File: src/rtl/core/evpd_pkg.sv
`timescale 1ns / 1ps
// ---------------------------------------------------------------------------
// evpd_pkg
// Shared types, register map and constants of the encoder velocity PD
// duty controller.
// ---------------------------------------------------------------------------
package evpd_pkg;

  localparam int AVG_DEPTH_DEF  = 8;
  localparam int COUNT_BITS_DEF = 16;

  localparam int SPEED_W  = 30;
  localparam int DUTY_W   = 17;
  localparam int TGT_W    = 31;
  localparam int GAIN_W   = 32;
  localparam int RATE_W   = 24;
  localparam int WCOUNT_W = 16;
  localparam int ERR_W    = 32;
  localparam int ADDR_W   = 5;
  localparam int DATA_W   = 32;

  // quotient bits retired per cycle by the mean divider
  localparam int DIV_STEP = 6;

  localparam logic [DUTY_W-1:0]  DUTY_FULL = 17'h10000;
  localparam logic [DUTY_W-1:0]  DUTY_HALF = 17'h08000;
  localparam logic [SPEED_W-1:0] SPEED_CAP = 30'd655360000;
  localparam logic [RATE_W-1:0]  RATE_RST  = 24'd65536;

  localparam logic [1:0] DIR_FWD = 2'd1;
  localparam logic [1:0] DIR_REV = 2'd2;
  localparam logic       MODE_OPEN = 1'b1;

  localparam logic FUNC_TICK = 1'b1;

  localparam logic [2:0] REG_TARGET = 3'd0;
  localparam logic [2:0] REG_KP     = 3'd1;
  localparam logic [2:0] REG_KD     = 3'd2;
  localparam logic [2:0] REG_MODE   = 3'd3;
  localparam logic [2:0] REG_DIR    = 3'd4;
  localparam logic [2:0] REG_ODUTY  = 3'd5;
  localparam logic [2:0] REG_RATE   = 3'd6;

  typedef struct packed {
    logic signed [TGT_W-1:0]  target_speed;
    logic signed [GAIN_W-1:0] gain_prop;
    logic signed [GAIN_W-1:0] gain_deriv;
    logic                     loop_mode;
    logic [1:0]               drive_dir;
    logic [DUTY_W-1:0]        open_duty;
  } evpd_cfg_t;

endpackage

File: src/rtl/core/evpd_pd.sv
`timescale 1ns / 1ps
// ---------------------------------------------------------------------------
// evpd_pd
// Duty update: incremental PD in closed loop, fixed duty in open loop,
// hold in brake. One shared multiplier serves both terms.
// ---------------------------------------------------------------------------
module evpd_pd (
  input  logic                         clk,
  input  logic                         rst,
  input  logic                         start,
  input  evpd_pkg::evpd_cfg_t          cfg,
  input  logic                         dir_wr,
  input  logic [evpd_pkg::SPEED_W-1:0] mean,
  output logic                         done,
  output logic [evpd_pkg::DUTY_W-1:0]  duty
);
  import evpd_pkg::*;

  localparam int PROD_W = GAIN_W + ERR_W + 1;
  localparam int ND_W   = PROD_W - 14;

  localparam logic [1:0] P_IDLE = 2'd0;
  localparam logic [1:0] P_MP   = 2'd1;
  localparam logic [1:0] P_MD   = 2'd2;
  localparam logic [1:0] P_SUM  = 2'd3;

  logic [1:0]               state;
  logic signed [ERR_W-1:0]  err_r;
  logic signed [ERR_W-1:0]  last_err;
  logic signed [ERR_W:0]    derr_r;
  logic signed [PROD_W-1:0] prod_p;
  logic signed [PROD_W-1:0] prod_d;

  logic                     drive_on;
  logic signed [ERR_W-1:0]  err_next;
  logic signed [GAIN_W-1:0] mul_a;
  logic signed [ERR_W:0]    mul_b;
  logic signed [PROD_W-1:0] mul_y;
  logic signed [ND_W-1:0]   nd;
  logic [DUTY_W-1:0]        duty_clamp;
  logic [DUTY_W-1:0]        open_clamp;

  assign drive_on = (cfg.drive_dir == DIR_FWD) || (cfg.drive_dir == DIR_REV);
  assign err_next = ERR_W'(cfg.target_speed) - $signed({2'b00, mean});

  assign mul_a = (state == P_MP) ? cfg.gain_prop : cfg.gain_deriv;
  assign mul_b = (state == P_MP) ? (ERR_W + 1)'(err_r) : derr_r;
  assign mul_y = mul_a * mul_b;

  // floor shift of each term, then add to the held duty
  assign nd = $signed({{(ND_W - DUTY_W){1'b0}}, duty})
            + ND_W'(prod_p >>> 16) + ND_W'(prod_d >>> 16);

  always_comb begin
    if (nd < 0) begin
      duty_clamp = '0;
    end else if (nd > $signed(ND_W'(DUTY_FULL))) begin
      duty_clamp = DUTY_FULL;
    end else begin
      duty_clamp = nd[DUTY_W-1:0];
    end
  end

  assign open_clamp = (cfg.open_duty > DUTY_FULL) ? DUTY_FULL : cfg.open_duty;

  always_ff @(posedge clk) begin
    if (rst) begin
      state    <= P_IDLE;
      done     <= 1'b0;
      duty     <= DUTY_HALF;
      last_err <= '0;
    end else begin
      done <= 1'b0;
      unique case (state)
        P_IDLE: begin
          if (dir_wr) begin
            duty <= DUTY_HALF;
          end else if (start) begin
            if (!drive_on) begin
              done <= 1'b1;
            end else if (cfg.loop_mode == MODE_OPEN) begin
              duty <= open_clamp;
              done <= 1'b1;
            end else begin
              err_r <= err_next;
              state <= P_MP;
            end
          end
        end
        P_MP: begin
          prod_p <= mul_y;
          derr_r <= (ERR_W + 1)'(err_r) - (ERR_W + 1)'(last_err);
          state  <= P_MD;
        end
        P_MD: begin
          prod_d <= mul_y;
          state  <= P_SUM;
        end
        P_SUM: begin
          duty     <= duty_clamp;
          last_err <= err_r;
          done     <= 1'b1;
          state    <= P_IDLE;
        end
        default: state <= P_IDLE;
      endcase
    end
  end

endmodule

File: config.mk
export PLATFORM = sky130hd
export DESIGN_NAME = evpd_pd
export DESIGN_NICKNAME = d
export VERILOG_FILES = /design/src/rtl/core/evpd_pkg.sv /design/src/rtl/core/evpd_pd.sv
export SDC_FILE = /design/constraint.sdc
export NUM_CORES = 2
export LEC_CHECK = 0
export BUFFER_PORTS_ARGS = -buffer_cell sky130_fd_sc_hd__buf_2
export CAP_MARGIN = 40
export CORE_ASPECT_RATIO = 1.4
export CORE_UTILIZATION = 42
export DETAILED_ROUTE_END_ITERATION = 10
export SLEW_MARGIN = 5
export SYNTH_ARGS = -nofsm -noshare
export SYNTH_HDL_FRONTEND = slang
export SYNTH_SLANG_ARGS = --single-unit
File: constraint.sdc
create_clock -name clk -period 12.2 [get_ports clk]
set_input_delay 3.05 -clock clk [delete_from_list [all_inputs] [get_ports clk]]
set_output_delay 3.05 -clock clk [all_outputs]
set_load 0.02 [all_outputs]
* Yosys cells after proc, flatten, opt, wreduce, memory -nomap -nowiden
Cells that the tools add are included.
** Storage, ports and cells
- Register bits :: 247
- Bits of input ports :: 149
- Output and inout bits :: 18
- Word-level logic and storage cells :: 59
** Operators by class
- Add/subtract/negate cells :: 4
- Multiply operators :: 1
- Order comparisons :: 3
- Equal/unequal tests :: 12
- Muxes and demuxes :: 20
- Bitwise gates (word level) :: 3
- Reduce and logical (&&, ||, !) cells :: 8
** Operators by type and width (number)
- two-way mux 17 bit :: 7
- multiplier 32 x 33 -> 65 bit :: 1
- adder 50 x 49 -> 51 bit :: 1
- > comparator 51 x 18 -> 1 bit (second input constant) :: 1
- < comparator 51 x 1 -> 1 bit (second input constant) :: 1
- adder 18 x 49 -> 50 bit :: 1
- one-hot mux 17 bit (2 select lines) :: 1
- two-way mux 33 bit :: 1
- subtractor 32 x 32 -> 33 bit :: 1
- two-way mux 32 bit :: 1
- subtractor 31 x 31 -> 32 bit :: 1
- > comparator 17 bit (second input constant) :: 1
- inequality test 3 bit (second input constant) :: 3
- two-way mux 2 bit :: 4
- inequality test 2 bit (second input constant) :: 4
- one-hot mux 2 bit (4 select lines) :: 1
- AND reduction 4 bit :: 2
- equality test 2 bit (second input constant) :: 3
- AND reduction 6 bit :: 1
- equality test 2 x 1 -> 1 bit (second input constant) :: 2
- two-way mux 1 bit :: 4
- AND reduction 2 bit :: 2
- NOT 1 bit :: 3
- zero test 2 bit :: 1
- 3 further kinds :: 3

* Longest topological paths before layout
- Depth in word-level cells :: 7
- Mapped depth :: 37
- Gate-level depth less buffers :: 34

* Worst setup path after synthesis
No wires, ideal clock.
- Path type :: input-to-reg
- Start point :: input cfg[57] in the netlist's numbering
- End point :: register prod_d[58] (data pin)
- Setup time :: 0.262 ns
- Data arrival time :: 10.851 ns
- Required time :: 11.938 ns
- Path slack :: 1.087 ns
- Stages :: 30
- Buffers on the path :: 1
- Cell sequence :: mux2i_1 -> clkbuf_1 -> nor2_1 -> fa_1 -> fa_1 -> fa_1 -> inv_1 -> fa_1 -> inv_1 -> fa_1 -> inv_1 -> fa_1 -> inv_1 -> fa_1 -> fa_1 -> ha_1 -> a211oi_1 -> o21ai_0 -> o2bb2ai_1 -> a21o_1 -> o21a_1 -> a41o_1 -> a21oi_1 -> o21ai_1 -> a21oi_1 -> o21ai_1 -> and3_1 -> or3_1 -> a21oi_1 -> xnor2_1
** Between the ends
- Cells in the longest elaborated chain, start to end :: 2
** Ends and longest elaborated chain
- start, declared :: line evpd_pd.sv:11 : input evpd_pkg::evpd_cfg_t cfg,
- two-way mux 32 bit :: line evpd_pd.sv:46 : assign mul_a = (state == P_MP) ? cfg.gain_prop : cfg.gain_deriv;
- multiplier 32 x 33 -> 65 bit :: line evpd_pd.sv:48 : assign mul_y = mul_a * mul_b;
- named net mul_y[58] :: line evpd_pd.sv:38 : logic signed [PROD_W-1:0] mul_y;
- end signal, assigned :: line evpd_pd.sv:96 : prod_d <= mul_y;
- end, declared :: line evpd_pd.sv:32 : logic signed [PROD_W-1:0] prod_d;
The timed path passes the listed nets, and every way through them passes these cells.
A chain may end at the register's enable or synchronous reset.

* Final worst setup path
- Start point :: input cfg[23] in the netlist's numbering
- End point :: register prod_d[64] (data pin)
The elaborated chain is that of the path after synthesis.

==> impl_metrics.csv <==
group,metric,value,unit
clock_tree,path_clk_slew,0.06,ns
logic_synthesis,synthArstFlopShare,0,%
timing,holdWs,0.4903,ns
cells_and_area,final_common_cell,"inv_1",
setup_path,cp-end-kind,"register",
timing,rsz0062_at_grt,"false",
timing,max_freq,0.08795,GHz
timing,min_period_over_period,93.20,%
grt,grt_pass1_vias,40730,
clock_tree,cts-root-buf,"clkbuf_16",
logic_synthesis,synth_fp_nets,6933,
grt,gr-usage-met3,4.211,%
floorplan,coreArea,0.1180,mm²
clock_tree,insertion_delay,0.60,ns
placed_design,port_buffers,166,
clock_tree,cts_buffer_depth,3,
routing,drtAntennaViolNets,0,
setup_path,cp_common_cell,"fa_1",
timing,final_max_slew_viol_count,0,
setup_path,path_max_fanout,23,
setup_path,cp.arrival,11.74,ns
clock_tree,cts_hold_buffers,0,
timing,skew,0.03218,ns
routing,wl_per_cell,21.38,µm
placed_design,dp_slack,0.2633,ns
timing,finalHoldViolCount,0,
grt,grt-ovfl-total,0,
clock_tree,cts_resized,0,
floorplan,start_util,42.43,%
setup_path,critPathRequiredTime,12.57,ns
floorplan,die_x,293.8,µm
floorplan,fp.dieArea,0.1206,mm²
logic_synthesis,synth_ff_type,"edfxtp_1",
logic_synthesis,ys_ff_latch,215,
routing,viasPerCell,5.305,
grt,use_met1,30.96,%
clock_tree,htreeDepth,1,
placed_design,gp_congestion,0.9660,
timing,tns,0,ns
placed_design,post-dp-hpwl,126600,µm
clock_tree,cts_tree,"built",
min_path,hold_path_class,"reg -> reg",
logic_synthesis,synthCells,5324,
routing,drc,0,
clock_tree,cts_inserted_buffers,24,
cells_and_area,drive_gt1_share,8.419,%
setup_path,path_buf_inv,4,
cells_and_area,nets,7043,
timing,min_period,11.37,ns
grt,track_usage,25.88,%
clock_tree,post_cts_buffers,0,
grt,grt_use_met2,44.28,%
timing,worst-slew-pin-transition,0.9412,ns
timing,slew_headroom,36.01,%
routing,wl,150500,µm
grt,grt_busiest_layer,"met2",
routing,drt_iter0_markers,2298,
status,status,"finished, final reports clean",
setup_path,worstSetupStartpointType,"input pin",
logic_synthesis,ys_types,81,
setup_path,cpPeakStageDelay,0.55,ns
routing,drtPass1Iterations,6,
logic_synthesis,synth_edf_count,163,
cells_and_area,area.growth.synth_to_final,8.002,%
timing,layout_setup_ws,0.8293,ns
timing,setup_violations,0,
logic_synthesis,avgSynthCellArea,9.404,µm²
job,drv_cap,0,
floorplan,rows,149,
setup_path,path_delay_family,"adder cells",
setup_path,critPathKind,"in -> reg",
floorplan,pin_count,167,
cells_and_area,final_cell_mix,"inv_1, fa_1, nor2_1, nand2_1, ha_1",
grt,grt_pass1_wl,234700,µm
clock_tree,clkSinkCount,215,
logic_synthesis,syn_area,0.05007,mm²
floorplan,die_h,410.5,µm
setup_path,cp_slowest_cell,"fa_1",
grt,grt_max_degree,50,
logic_synthesis,ys_seq_area_share,11.86,%
grt,antenna_found_initial,1,
routing,vias,37330,
logic_synthesis,yosysWarningCount,0,
[registers in the layout, indices dropped and copies added (netlist names)]
register	cells
state	2
derr_r	33
prod_d	49
done	1
duty	17
err_r	32
prod_p	49
last_err	32
[cell families (layout without fill, tap and decap cells)]
logic type	count (synthesis)	count (layout)	share of synthesized area (%)
simple gates	1537	1537	12.82
mux	156	156	3.271
compound gates	474	474	6.048
buf+inv	1348	1476	10.22
flops	215	215	11.86
fa+ha+maj	1460	1460	53.44
xor+xnor	134	134	2.344
other cells	0	1	0
[cell type report]
type / count / area, µm²
Clock inverter: 18 / 240.2
Sequential cell: 215 / 5936
Tap cell: 1585 / 1983
Clock buffer: 26 / 608.1
Multi-Input combinational cell: 3761 / 39170
Timing Repair Buffer: 290 / 1847
Fill cell: 11300 / 63940
Antenna cell: 1 / 2.502
Inverter: 1142 / 4287
[worst paths after layout]
path | start | end | slack (ns) | cells past startpoint
worst max-delay path | cfg[23] | prod_d[64] | 0.83 | 29
worst min-delay path | last_err[14] | last_err[14] | 0.49 | 2
worst max register to register | state[1] | prod_d[64] | 1.71 | 31
worst min register to register | last_err[14] | last_err[14] | 0.49 | 2
[cell usage after synthesis, types with 8 or more instances]
library cell	n	area, µm²
inv_1	1142	4287
fa_1	1131	22640
nor2_1	704	2643
nand2_1	586	2200
ha_1	329	4116
edfxtp_1	163	4895
clkbuf_1	161	604.3
a21oi_1	151	755.7
xnor2_1	100	875.8
mux2i_1	95	950.9
o21ai_0	87	435.4
mux2_2	61	686.9
dfxtp_1	52	1041
a21o_1	51	382.9
nor3_1	41	205.2
nand3_1	40	200.2
o21a_1	38	285.3
xor2_1	34	297.8
buf_1	27	101.4
nand4_1	27	168.9
nor2b_1	27	168.9
nand2b_1	21	131.4
o21bai_1	20	150.1
a211oi_1	18	135.1
a31oi_1	17	106.4
and2_1	15	93.84
and3_1	11	68.82
a21boi_0	10	75.07
nor3_2	10	100.1
nor4_1	9	56.30
o211ai_1	9	67.56
o21ai_1	9	45.04
o31ai_1	9	67.56
buf_2	8	40.04
[metal layers]
layer / share of wire, % / routed length, µm
met1: 38 / 56630
met3: 7.2 / 10870
met4: 6.8 / 10180
met2: 48 / 72770
met5: 0 / 0
[through the flow]
stage                     cell area, µm²  util, %  cells
after floorplan                    50070        -   5324
after CTS                          54070    45.82   7037
final                              54070    45.82   7038
after detailed placement           53220    45.10   6993
after global placement             53130    45.02   6983
after global routing               54070    45.82   7037
[tightest hold or removal path, cell delays in order (launching register included)]
cell and delay [ns]:
dfxtp_1 0.32, mux2i_1 0.06, nor2_1 0.07
Power is left out: the tool's default activity adds up to more than one toggle a clock period on the data nets, which glitch-free logic cannot reach.
