`config.mk`:
```
export PLATFORM = sky130hd
export DESIGN_NAME = evpd_mean
export DESIGN_NICKNAME = d
export VERILOG_FILES = /design/src/rtl/core/evpd_pkg.sv /design/src/rtl/core/evpd_ram.sv /design/src/rtl/core/evpd_mean.sv
export SDC_FILE = /design/constraint.sdc
export NUM_CORES = 1
export LEC_CHECK = 0
export BUFFER_PORTS_ARGS = -buffer_cell sky130_fd_sc_hd__buf_2
export CELL_PAD_IN_SITES_DETAIL_PLACEMENT = 0
export CELL_PAD_IN_SITES_GLOBAL_PLACEMENT = 1
export CORE_MARGIN = 2
export CORE_UTILIZATION = 53
export CTS_CLUSTER_DIAMETER = 60
export CTS_CLUSTER_SIZE = 30
export DETAILED_ROUTE_END_ITERATION = 8
export GPL_ROUTABILITY_DRIVEN = 0
export PLACE_DENSITY_LB_ADDON = 0.1
export SETUP_SLACK_MARGIN = 0.5
export SYNTH_ARGS = -nofsm -noshare
export SYNTH_HDL_FRONTEND = slang
export SYNTH_HIERARCHICAL = 1
export SYNTH_SLANG_ARGS = --single-unit
```
`constraint.sdc`:
```
create_clock -name clk -period 5.4 [get_ports clk]
set_input_delay 0.27 -clock clk [delete_from_list [all_inputs] [get_ports clk]]
set_output_delay 0.27 -clock clk [all_outputs]
set_load 0.02 [all_outputs]
```
`src/rtl/core/evpd_pkg.sv`:
```
`timescale 1ns / 1ps
// ---------------------------------------------------------------------------
// evpd_pkg
// Shared types, register map and constants of the encoder velocity PD
// duty controller.
// ---------------------------------------------------------------------------
package evpd_pkg;

  localparam int AVG_DEPTH_DEF  = 8;
  localparam int COUNT_BITS_DEF = 16;

  localparam int SPEED_W  = 30;
  localparam int DUTY_W   = 17;
  localparam int TGT_W    = 31;
  localparam int GAIN_W   = 32;
  localparam int RATE_W   = 24;
  localparam int WCOUNT_W = 16;
  localparam int ERR_W    = 32;
  localparam int ADDR_W   = 5;
  localparam int DATA_W   = 32;

  // quotient bits retired per cycle by the mean divider
  localparam int DIV_STEP = 6;

  localparam logic [DUTY_W-1:0]  DUTY_FULL = 17'h10000;
  localparam logic [DUTY_W-1:0]  DUTY_HALF = 17'h08000;
  localparam logic [SPEED_W-1:0] SPEED_CAP = 30'd655360000;
  localparam logic [RATE_W-1:0]  RATE_RST  = 24'd65536;

  localparam logic [1:0] DIR_FWD = 2'd1;
  localparam logic [1:0] DIR_REV = 2'd2;
  localparam logic       MODE_OPEN = 1'b1;

  localparam logic FUNC_TICK = 1'b1;

  localparam logic [2:0] REG_TARGET = 3'd0;
  localparam logic [2:0] REG_KP     = 3'd1;
  localparam logic [2:0] REG_KD     = 3'd2;
  localparam logic [2:0] REG_MODE   = 3'd3;
  localparam logic [2:0] REG_DIR    = 3'd4;
  localparam logic [2:0] REG_ODUTY  = 3'd5;
  localparam logic [2:0] REG_RATE   = 3'd6;

  typedef struct packed {
    logic signed [TGT_W-1:0]  target_speed;
    logic signed [GAIN_W-1:0] gain_prop;
    logic signed [GAIN_W-1:0] gain_deriv;
    logic                     loop_mode;
    logic [1:0]               drive_dir;
    logic [DUTY_W-1:0]        open_duty;
  } evpd_cfg_t;

endpackage

```
`src/rtl/core/evpd_ram.sv`:
```
`timescale 1ns / 1ps
// ---------------------------------------------------------------------------
// evpd_ram
// Generic single-write, single-read RAM with registered read data.
// ---------------------------------------------------------------------------
module evpd_ram #(
  parameter int WIDTH = 8,
  parameter int DEPTH = 8
) (
  input  logic                     clk,
  input  logic                     we,
  input  logic [$clog2(DEPTH)-1:0] waddr,
  input  logic [WIDTH-1:0]         wdata,
  input  logic                     re,
  input  logic [$clog2(DEPTH)-1:0] raddr,
  output logic [WIDTH-1:0]         rdata
);

  logic [WIDTH-1:0] mem [DEPTH];

  always_ff @(posedge clk) begin
    if (we) begin
      mem[waddr] <= wdata;
    end
    if (re) begin
      rdata <= mem[raddr];
    end
  end

endmodule

```
`src/rtl/core/evpd_mean.sv`:
```
`timescale 1ns / 1ps
// ---------------------------------------------------------------------------
// evpd_mean
// Speed history in RAM with a running sum, then an iterative divide by the
// history depth and a clamp to the speed ceiling.
// ---------------------------------------------------------------------------
module evpd_mean #(
  parameter int AVG_DEPTH = evpd_pkg::AVG_DEPTH_DEF
) (
  input  logic                         clk,
  input  logic                         rst,
  input  logic                         start,
  input  logic [evpd_pkg::SPEED_W-1:0] speed,
  output logic                         done,
  output logic [evpd_pkg::SPEED_W-1:0] mean
);
  import evpd_pkg::*;

  localparam int PTR_W  = $clog2(AVG_DEPTH);
  localparam int SUM_W  = SPEED_W + PTR_W;
  localparam int ITERS  = (SUM_W + DIV_STEP - 1) / DIV_STEP;
  localparam int PAD_W  = ITERS * DIV_STEP;
  localparam int REM_W  = PTR_W;
  localparam int ITER_W = $clog2(ITERS);
  localparam logic [REM_W:0]    DIVISOR = (REM_W + 1)'(AVG_DEPTH);
  localparam logic [PTR_W-1:0]  PTR_LAST = PTR_W'(AVG_DEPTH - 1);
  localparam logic [ITER_W-1:0] ITER_LAST = ITER_W'(ITERS - 1);

  localparam logic [1:0] M_IDLE = 2'd0;
  localparam logic [1:0] M_RD   = 2'd1;
  localparam logic [1:0] M_DIV  = 2'd2;
  localparam logic [1:0] M_FIN  = 2'd3;

  logic [1:0]           state;
  logic [PTR_W-1:0]     ptr;
  logic [AVG_DEPTH-1:0] vld;
  logic [SUM_W-1:0]     sum;
  logic [SPEED_W-1:0]   speed_l;
  logic [PAD_W-1:0]     dv;
  logic [PAD_W-1:0]     quo;
  logic [REM_W-1:0]     rem;
  logic [ITER_W-1:0]    iter;

  logic                 ram_re;
  logic                 ram_we;
  logic [SPEED_W-1:0]   ram_rdata;
  logic [SPEED_W-1:0]   old_speed;
  logic [SUM_W-1:0]     sum_next;
  logic [PAD_W-1:0]     dv_next;
  logic [PAD_W-1:0]     quo_next;
  logic [REM_W-1:0]     rem_next;

  assign ram_re = (state == M_IDLE) && start;
  assign ram_we = (state == M_RD);

  evpd_ram #(
    .WIDTH(SPEED_W),
    .DEPTH(AVG_DEPTH)
  ) u_hist (
    .clk  (clk),
    .we   (ram_we),
    .waddr(ptr),
    .wdata(speed_l),
    .re   (ram_re),
    .raddr(ptr),
    .rdata(ram_rdata)
  );

  // never-written entries count as zero
  assign old_speed = vld[ptr] ? ram_rdata : '0;
  assign sum_next  = sum - SUM_W'(old_speed) + SUM_W'(speed_l);

  // restoring divide by a constant, DIV_STEP quotient bits per cycle
  always_comb begin
    logic [PAD_W-1:0] d;
    logic [PAD_W-1:0] q;
    logic [REM_W-1:0] r;
    logic [REM_W:0]   t;
    d = dv;
    q = quo;
    r = rem;
    t = '0;
    for (int k = 0; k < DIV_STEP; k++) begin
      t = {r, d[PAD_W-1]};
      d = {d[PAD_W-2:0], 1'b0};
      if (t >= DIVISOR) begin
        t = t - DIVISOR;
        q = {q[PAD_W-2:0], 1'b1};
      end else begin
        q = {q[PAD_W-2:0], 1'b0};
      end
      r = t[REM_W-1:0];
    end
    dv_next  = d;
    quo_next = q;
    rem_next = r;
  end

  always_ff @(posedge clk) begin
    if (rst) begin
      state <= M_IDLE;
      ptr   <= '0;
      vld   <= '0;
      sum   <= '0;
      done  <= 1'b0;
      mean  <= '0;
    end else begin
      done <= 1'b0;
      unique case (state)
        M_IDLE: begin
          if (start) begin
            speed_l <= speed;
            state   <= M_RD;
          end
        end
        M_RD: begin
          sum      <= sum_next;
          vld[ptr] <= 1'b1;
          ptr      <= (ptr == PTR_LAST) ? '0 : ptr + 1'b1;
          dv       <= PAD_W'(sum_next);
          quo      <= '0;
          rem      <= '0;
          iter     <= '0;
          state    <= M_DIV;
        end
        M_DIV: begin
          dv   <= dv_next;
          quo  <= quo_next;
          rem  <= rem_next;
          iter <= iter + 1'b1;
          if (iter == ITER_LAST) begin
            state <= M_FIN;
          end
        end
        M_FIN: begin
          mean  <= (quo > PAD_W'(SPEED_CAP)) ? SPEED_CAP : quo[SPEED_W-1:0];
          done  <= 1'b1;
          state <= M_IDLE;
        end
        default: state <= M_IDLE;
      endcase
    end
  end

endmodule

```
# Word-level counts from Yosys, hierarchy flattened
# Memory sizes are Yosys's and may differ from the RTL's. A register that Yosys moved wholly into a read port is not among the register bits.
# Index checks and enable logic that the tools add are counted.
[classes]
addsub = 10
mul = 0
div = 0
order_cmp = 9
n_eq_ne = 7
n_shift = 0
mux = 29
n_bitwise = 2
n_reduce_logical = 7
[ops]
columns = ["op", "count"]
rows = [
  ["case mux 36 bit (2 select lines)", 2],
  ["two-way mux 30 bit", 2],
  ["greater-than comparator 36 x 30 -> 1 bit (second input constant)", 1],
  ["adder 33 x 30 -> 33 bit", 1],
  ["subtractor 33 x 30 -> 33 bit", 1],
  [">= comparator 4 bit (second input constant)", 6],
  ["two-way mux 3 bit", 7],
  ["subtractor 3 x 1 -> 3 bit (second input constant)", 6],
  ["case mux 3 bit (2 select lines)", 2],
  ["two-way mux 1 bit", 11],
  ["bitwise OR 8 bit", 1],
  ["case mux 2 bit (4 select lines)", 1],
  ["adder 3 x 1 -> 3 bit (second input constant)", 2],
  ["== test 3 bit (second input constant)", 2],
  ["== test 2 bit (second input constant)", 2],
  ["< comparator 3 x 4 -> 1 bit (second input constant)", 1],
  ["two-way mux 2 bit", 2],
  ["!= test 2 bit (second input constant)", 2],
  ["AND reduction 2 bit", 2],
  ["binary-select mux 1 bit (select 3 bit)", 1],
  ["demux 1 bit (select 3 bit)", 1],
  [">= comparator 3 x 1 -> 1 bit (second input constant)", 1],
  ["AND reduction 3 bit", 1],
  ["== test 2 x 1 -> 1 bit (second input constant)", 1],
  ["4 further kinds", 5],
]
[totals]
regBits = 185
latch_bits = 0
ramBits = 240
romBits = 0
input_bits = 33
output_inout_bits = 31
word_cells = 76
mem_count = 1
[memory_table]
columns = ["memory", "words", "width", "rd", "rd_ports_with_merged_regs", "write_ports", "line", "text"]
rows = [
  ["u_hist.mem", 8, 30, 1, 1, 1, "evpd_ram.sv:19", "logic [WIDTH-1:0] mem [DEPTH];"],
]

# Depth between registers and ports, before layout
[logic_depth]
word_depth = 13
depth_mapped = 17
mapped_depth_nobuf = 15

# Hierarchy
# The synthesis kept the hierarchy.
[modules_own_cells]
columns = ["module", "n_inst", "cells_per_inst", "area_per_inst_um2"]
rows = [
  ["evpd_ram", 1, 390, 10197.3],
  ["evpd_mean", 1, 1029, 10192.3],
]

# Worst setup path before layout
# Ideal clock, no wire load.
[synth_path]
kind = "reg-to-reg"
startpoint = "register ptr[1]"
endpoint = "register dv[30] (data pin)"
arrival_ps = 4532
t_required_ps = 5137
setup_slack_ps = 605
path_stages_with_launch = 17
n_path_buf = 2
cell_sequence = "dfxtp_1 clkbuf_1 mux4_2 mux2i_1 clkbuf_1 nor2b_1 fa_1 inv_1 fa_1 a21o_1 a221oi_4 o21ai_1 a221o_1 a211o_1 a211oi_2 xor2_1 o21ai_1"
[synth_via]
elab_chain_cells = 6
[synth_lines]
columns = ["element", "line", "text"]
rows = [
  ["start: declaration", "evpd_mean.sv:35", "logic [PTR_W-1:0] ptr;"],
  ["start signal: assignment", "evpd_mean.sv:119", "ptr <= (ptr == PTR_LAST) ? '0 : ptr + 1'b1;"],
  ["binary-select mux 1 bit (select 3 bit)", "evpd_mean.sv:70", "assign old_speed = vld[ptr] ? ram_rdata : '0;"],
  ["two-way mux 1 bit (not written as such)", "evpd_mean.sv:70", ""],
  ["two-way mux 30 bit", "evpd_mean.sv:70", ""],
  ["subtractor 33 x 30 -> 33 bit", "evpd_mean.sv:71", "assign sum_next = sum - SUM_W'(old_speed) + SUM_W'(speed_l);"],
  ["adder 33 x 30 -> 33 bit", "evpd_mean.sv:71", ""],
  ["case mux 36 bit (2 select lines)", "evpd_mean.sv:109", "unique case (state)"],
  ["end signal: assignment", "evpd_mean.sv:120", "dv <= PAD_W'(sum_next);"],
  ["end signal: assignment", "evpd_mean.sv:127", "dv <= dv_next;"],
  ["end: declaration", "evpd_mean.sv:39", "logic [PAD_W-1:0] dv;"],
]
# Every way passes these cells. The select of a mux whose other input is x is not followed.
# A chain may end at the register's enable or synchronous reset.

# Worst setup path in the final report
[layout_path]
startpoint = "register ptr[1]"
endpoint = "register dv[26] (data pin)"
# Same word-level chain as after synthesis.

==> flow_metrics.tcl <==
set metrics [dict create \
    outcome "finished, final reports clean" \
    endpoint_kind "register" \
    clock_sinks 455 \
    final_util 0.6064 \
    hold_depth 2 \
    post_drt_wl_per_cell_um 19.88 \
    worstPathMaxFanout 15 \
    num_vias 11320 \
    hp-class "input port to register" \
    arrival_ps 4940 \
    rows 71 \
    port_buffers 63 \
    die-area_um2 40060 \
    ant_nets 0 \
    crit_top_cell "fa_1" \
    rsz0062_at_grt "true" \
    post-route-min-period_ps 4688 \
    drc_errors 0 \
    syn_area_um2 20390 \
    fin_setup_tns_ps 0 \
    grt_pass1_vias 11480 \
    p_leak_nw 8.372 \
    ios 64 \
    drt_iter0_drc 643 \
    start_kind "register" \
    syn_nets 1523 \
    cpPeakStageDelay_ps 540 \
    skew_ps 41.33 \
    die_x_um 200.1 \
    routed-wl-met3_um 1307 \
    cellPowerDensity_nw_per_um2 587.1 \
    tightest_slew_ps 1209 \
    reg2reg_setup_slack_ps 710 \
    cp.required_ps 5650 \
    synth_edf_count 378 \
    dp_slack_ps 469.2 \
    yosysWarnings 6 \
    synthDistinctLibCells 74 \
    clockBufferDepth 3 \
    drive_gt1_frac 0.1383 \
    max_freq_mhz 213.3 \
    vias_per_cell 5.518 \
    grt_overflow 0 \
    n_antenna_cell 0 \
    setup_ws_ps 712.1 \
    post-synth-top-area-cell "edfxtp_1" \
    startpoint "ptr[1]$_SDFFE_PP0P_" \
    final_nets 1616 \
    r2r_start "ptr[1]$_SDFFE_PP0P_" \
    grt_use_total 0.2059 \
    power_mw 13.44 \
    synthDominantCellAreaShare 0.5567 \
    ys_seq_area_frac 0.6323 \
    slew_headroom 0.1919 \
    maxCapViolations 0 \
    htree_levels 2 \
    synth_area_leaders "edfxtp_1 (56%), mux4_1 (7.7%), dfxtp_1 (7.6%)" \
    ys_seq_elements 455 \
    grt_antenna_before_repair 0 \
    setup-violations-final 0 \
    grt_pass1_wl_um 64630 \
    cts_made_buffers 36 \
    slew_viol_final 0 \
    ys.flop_type "edfxtp_1" \
    cts_tree "built" \
    met2_wirelength_um 19520 \
    place_area_um2 21250 \
    cts_root_buf "clkbuf_16" \
    vdd_drop_max_v 0.0003598 \
    crit_chain "mux4_2 > mux2i_4 > buf_12 > nor2b_1 > fa_1 > inv_1 > fa_1 > a21o_1 > a221oi_4 > o21ai_1 > a221o_1 > a211o_4 > a21oi_2 > xor2_1 > o21ai_0" \
    core_um2 37760 \
    hpwl_um 25470 \
    topRoutingLayerUsed "met4" \
    grt_start_max_net_pins 97 \
    firstDrtPassIters 5 \
    totalWireLength_um 40770 \
    syn_avg_cell_area_um2 14.37 \
    met1_length_um 19330 \
    min_period_over_period 0.8681 \
    area_growth_pct 12.29 \
    timing_hold_violations_final 0 \
    path_class "register to register" \
    clk_pin_slew_ps 80 \
    synthCells 1419 \
    dieHeight_um 200.1 \
    async_reset_ff_frac 0 \
    worstHoldStart "rst" \
    design_area_um2 22900 \
    reg2regPathDepth 15 \
    initial_core_util 0.5400 \
    slowest_stage "mux4_2" \
    clkLatencyLatePin_ps 560 \
]
## placed cells by master, fill, tap and decap left out, types with 38 or more instances in the layout
cell type and count:
nand2_1 58, buf_2 62, ha_1 39, clkbuf_16 38, and2_1 41, nor2b_1 78, nor2_1 89, mux4_1 60
a21oi_1 75, dfxtp_1 74, edfxtp_1 378, inv_1 139
## repair_timing
| item | CTS | global route |
|---|---|---|
| pin swaps | 0 | 3 |
| buffers inserted | 0 | 3 |
| endpoints found under the hold margin | 30 | 0 |
| resized for setup | 2 | 5 |
| cloned | 0 | 1 |
| setup endpoints to repair | 1 | 15 |
| hold buffers | 30 | 0 |
## synthesized netlist by cell type (6+ instances only)
cell,n
a211oi_1,11
a21oi_1,75
and2_1,41
xor2_1,15
edfxtp_1,378
o21ai_0,33
nor3_1,21
mux2i_1,22
nand2_1,58
fa_1,30
nand3_1,11
buf_6,12
nor2_1,95
nor4_1,8
mux4_1,60
dfxtp_1,77
and3_1,6
a31oi_1,6
nand2b_1,8
a21o_1,25
nor2b_1,80
clkbuf_1,41
ha_1,41
xnor2_1,7
mux2_2,31
inv_1,139
## final cells by class
cell class	count	area (µm²)
Multi-Input combinational cell	761	6738
Fill cell	2917	14860
Timing Repair Buffer	118	835.8
Inverter	140	525.5
Sequential cell	455	12900
Clock inverter	25	302.8
Tap cell	511	639.4
Clock buffer	41	950.9
## per-stage QoR
stage                     hold slack, ps  std cells
after floorplan                    368.9       1419
after global placement             445.8       1951
after detailed placement           448.1       1951
after CTS                          105.7       2047
after global routing               130.5       2051
final                              126.2       2051
## critical path, delay by kind of cell, from the launching register on
kind,cells,cell delay [ps]
muxes,2,750
xor gates and xnor gates,1,160
adders and majority gates,2,940
and+or+nand+nor,1,70
buffers and inverters,2,250
AOI/OAI and AO/OA,7,1810
DFF,1,420
## power by group
group / internal [mW] / total, mW / switching, mW / leakage [nW]
clock: 1.44 / 2.78 / 1.34 / 0.615
combinational: 2.20 / 5.60 / 3.40 / 3.67
sequential: 4.79 / 5.06 / 0.266 / 4.09
## path summary, 6_finish.rpt
| check | to |
|---|---|
| worst max-delay path | dv[26]$_DFFE_PP_ |
| worst max register to register | dv[26]$_DFFE_PP_ |
| worst min-delay path | mean[5]$_SDFFE_PP0P_ |
| worst min register to register | sum[21]$_SDFFE_PP0P_ |
## cell families (layout without fill, tap and decap cells)
group / after synthesis / count (layout) / synth area share
multiplexers: 116 / 116 / 0.1080
AND/OR/NAND/NOR: 350 / 350 / 0.08849
buffers and inverters: 203 / 324 / 0.04283
adder cells (fa/ha/maj): 71 / 71 / 0.05461
AO/OA/AOI/OAI: 202 / 202 / 0.06431
flip-flops: 455 / 455 / 0.6323
XOR/XNOR: 22 / 22 / 0.009450
## state kept, by name (all words and copies together) (netlist names)
register      cells
done              1
state             2
sum              33
rem               3
speed_l          30
vld               8
u_hist/mem      240
mean             30
dv               36
quo              36
u_hist/rdata     30
ptr               3
iter              3
## layer usage
layer | vias to the layer above | global-route usage
met4 | 0 | 0.04424
met1 | 5685 | 0.2977
met2 | 180 | 0.3394
met3 | 44 | 0.02441
li1 | 5408 | -
met5 | - | 0
(Power assumes the default switching activity.)
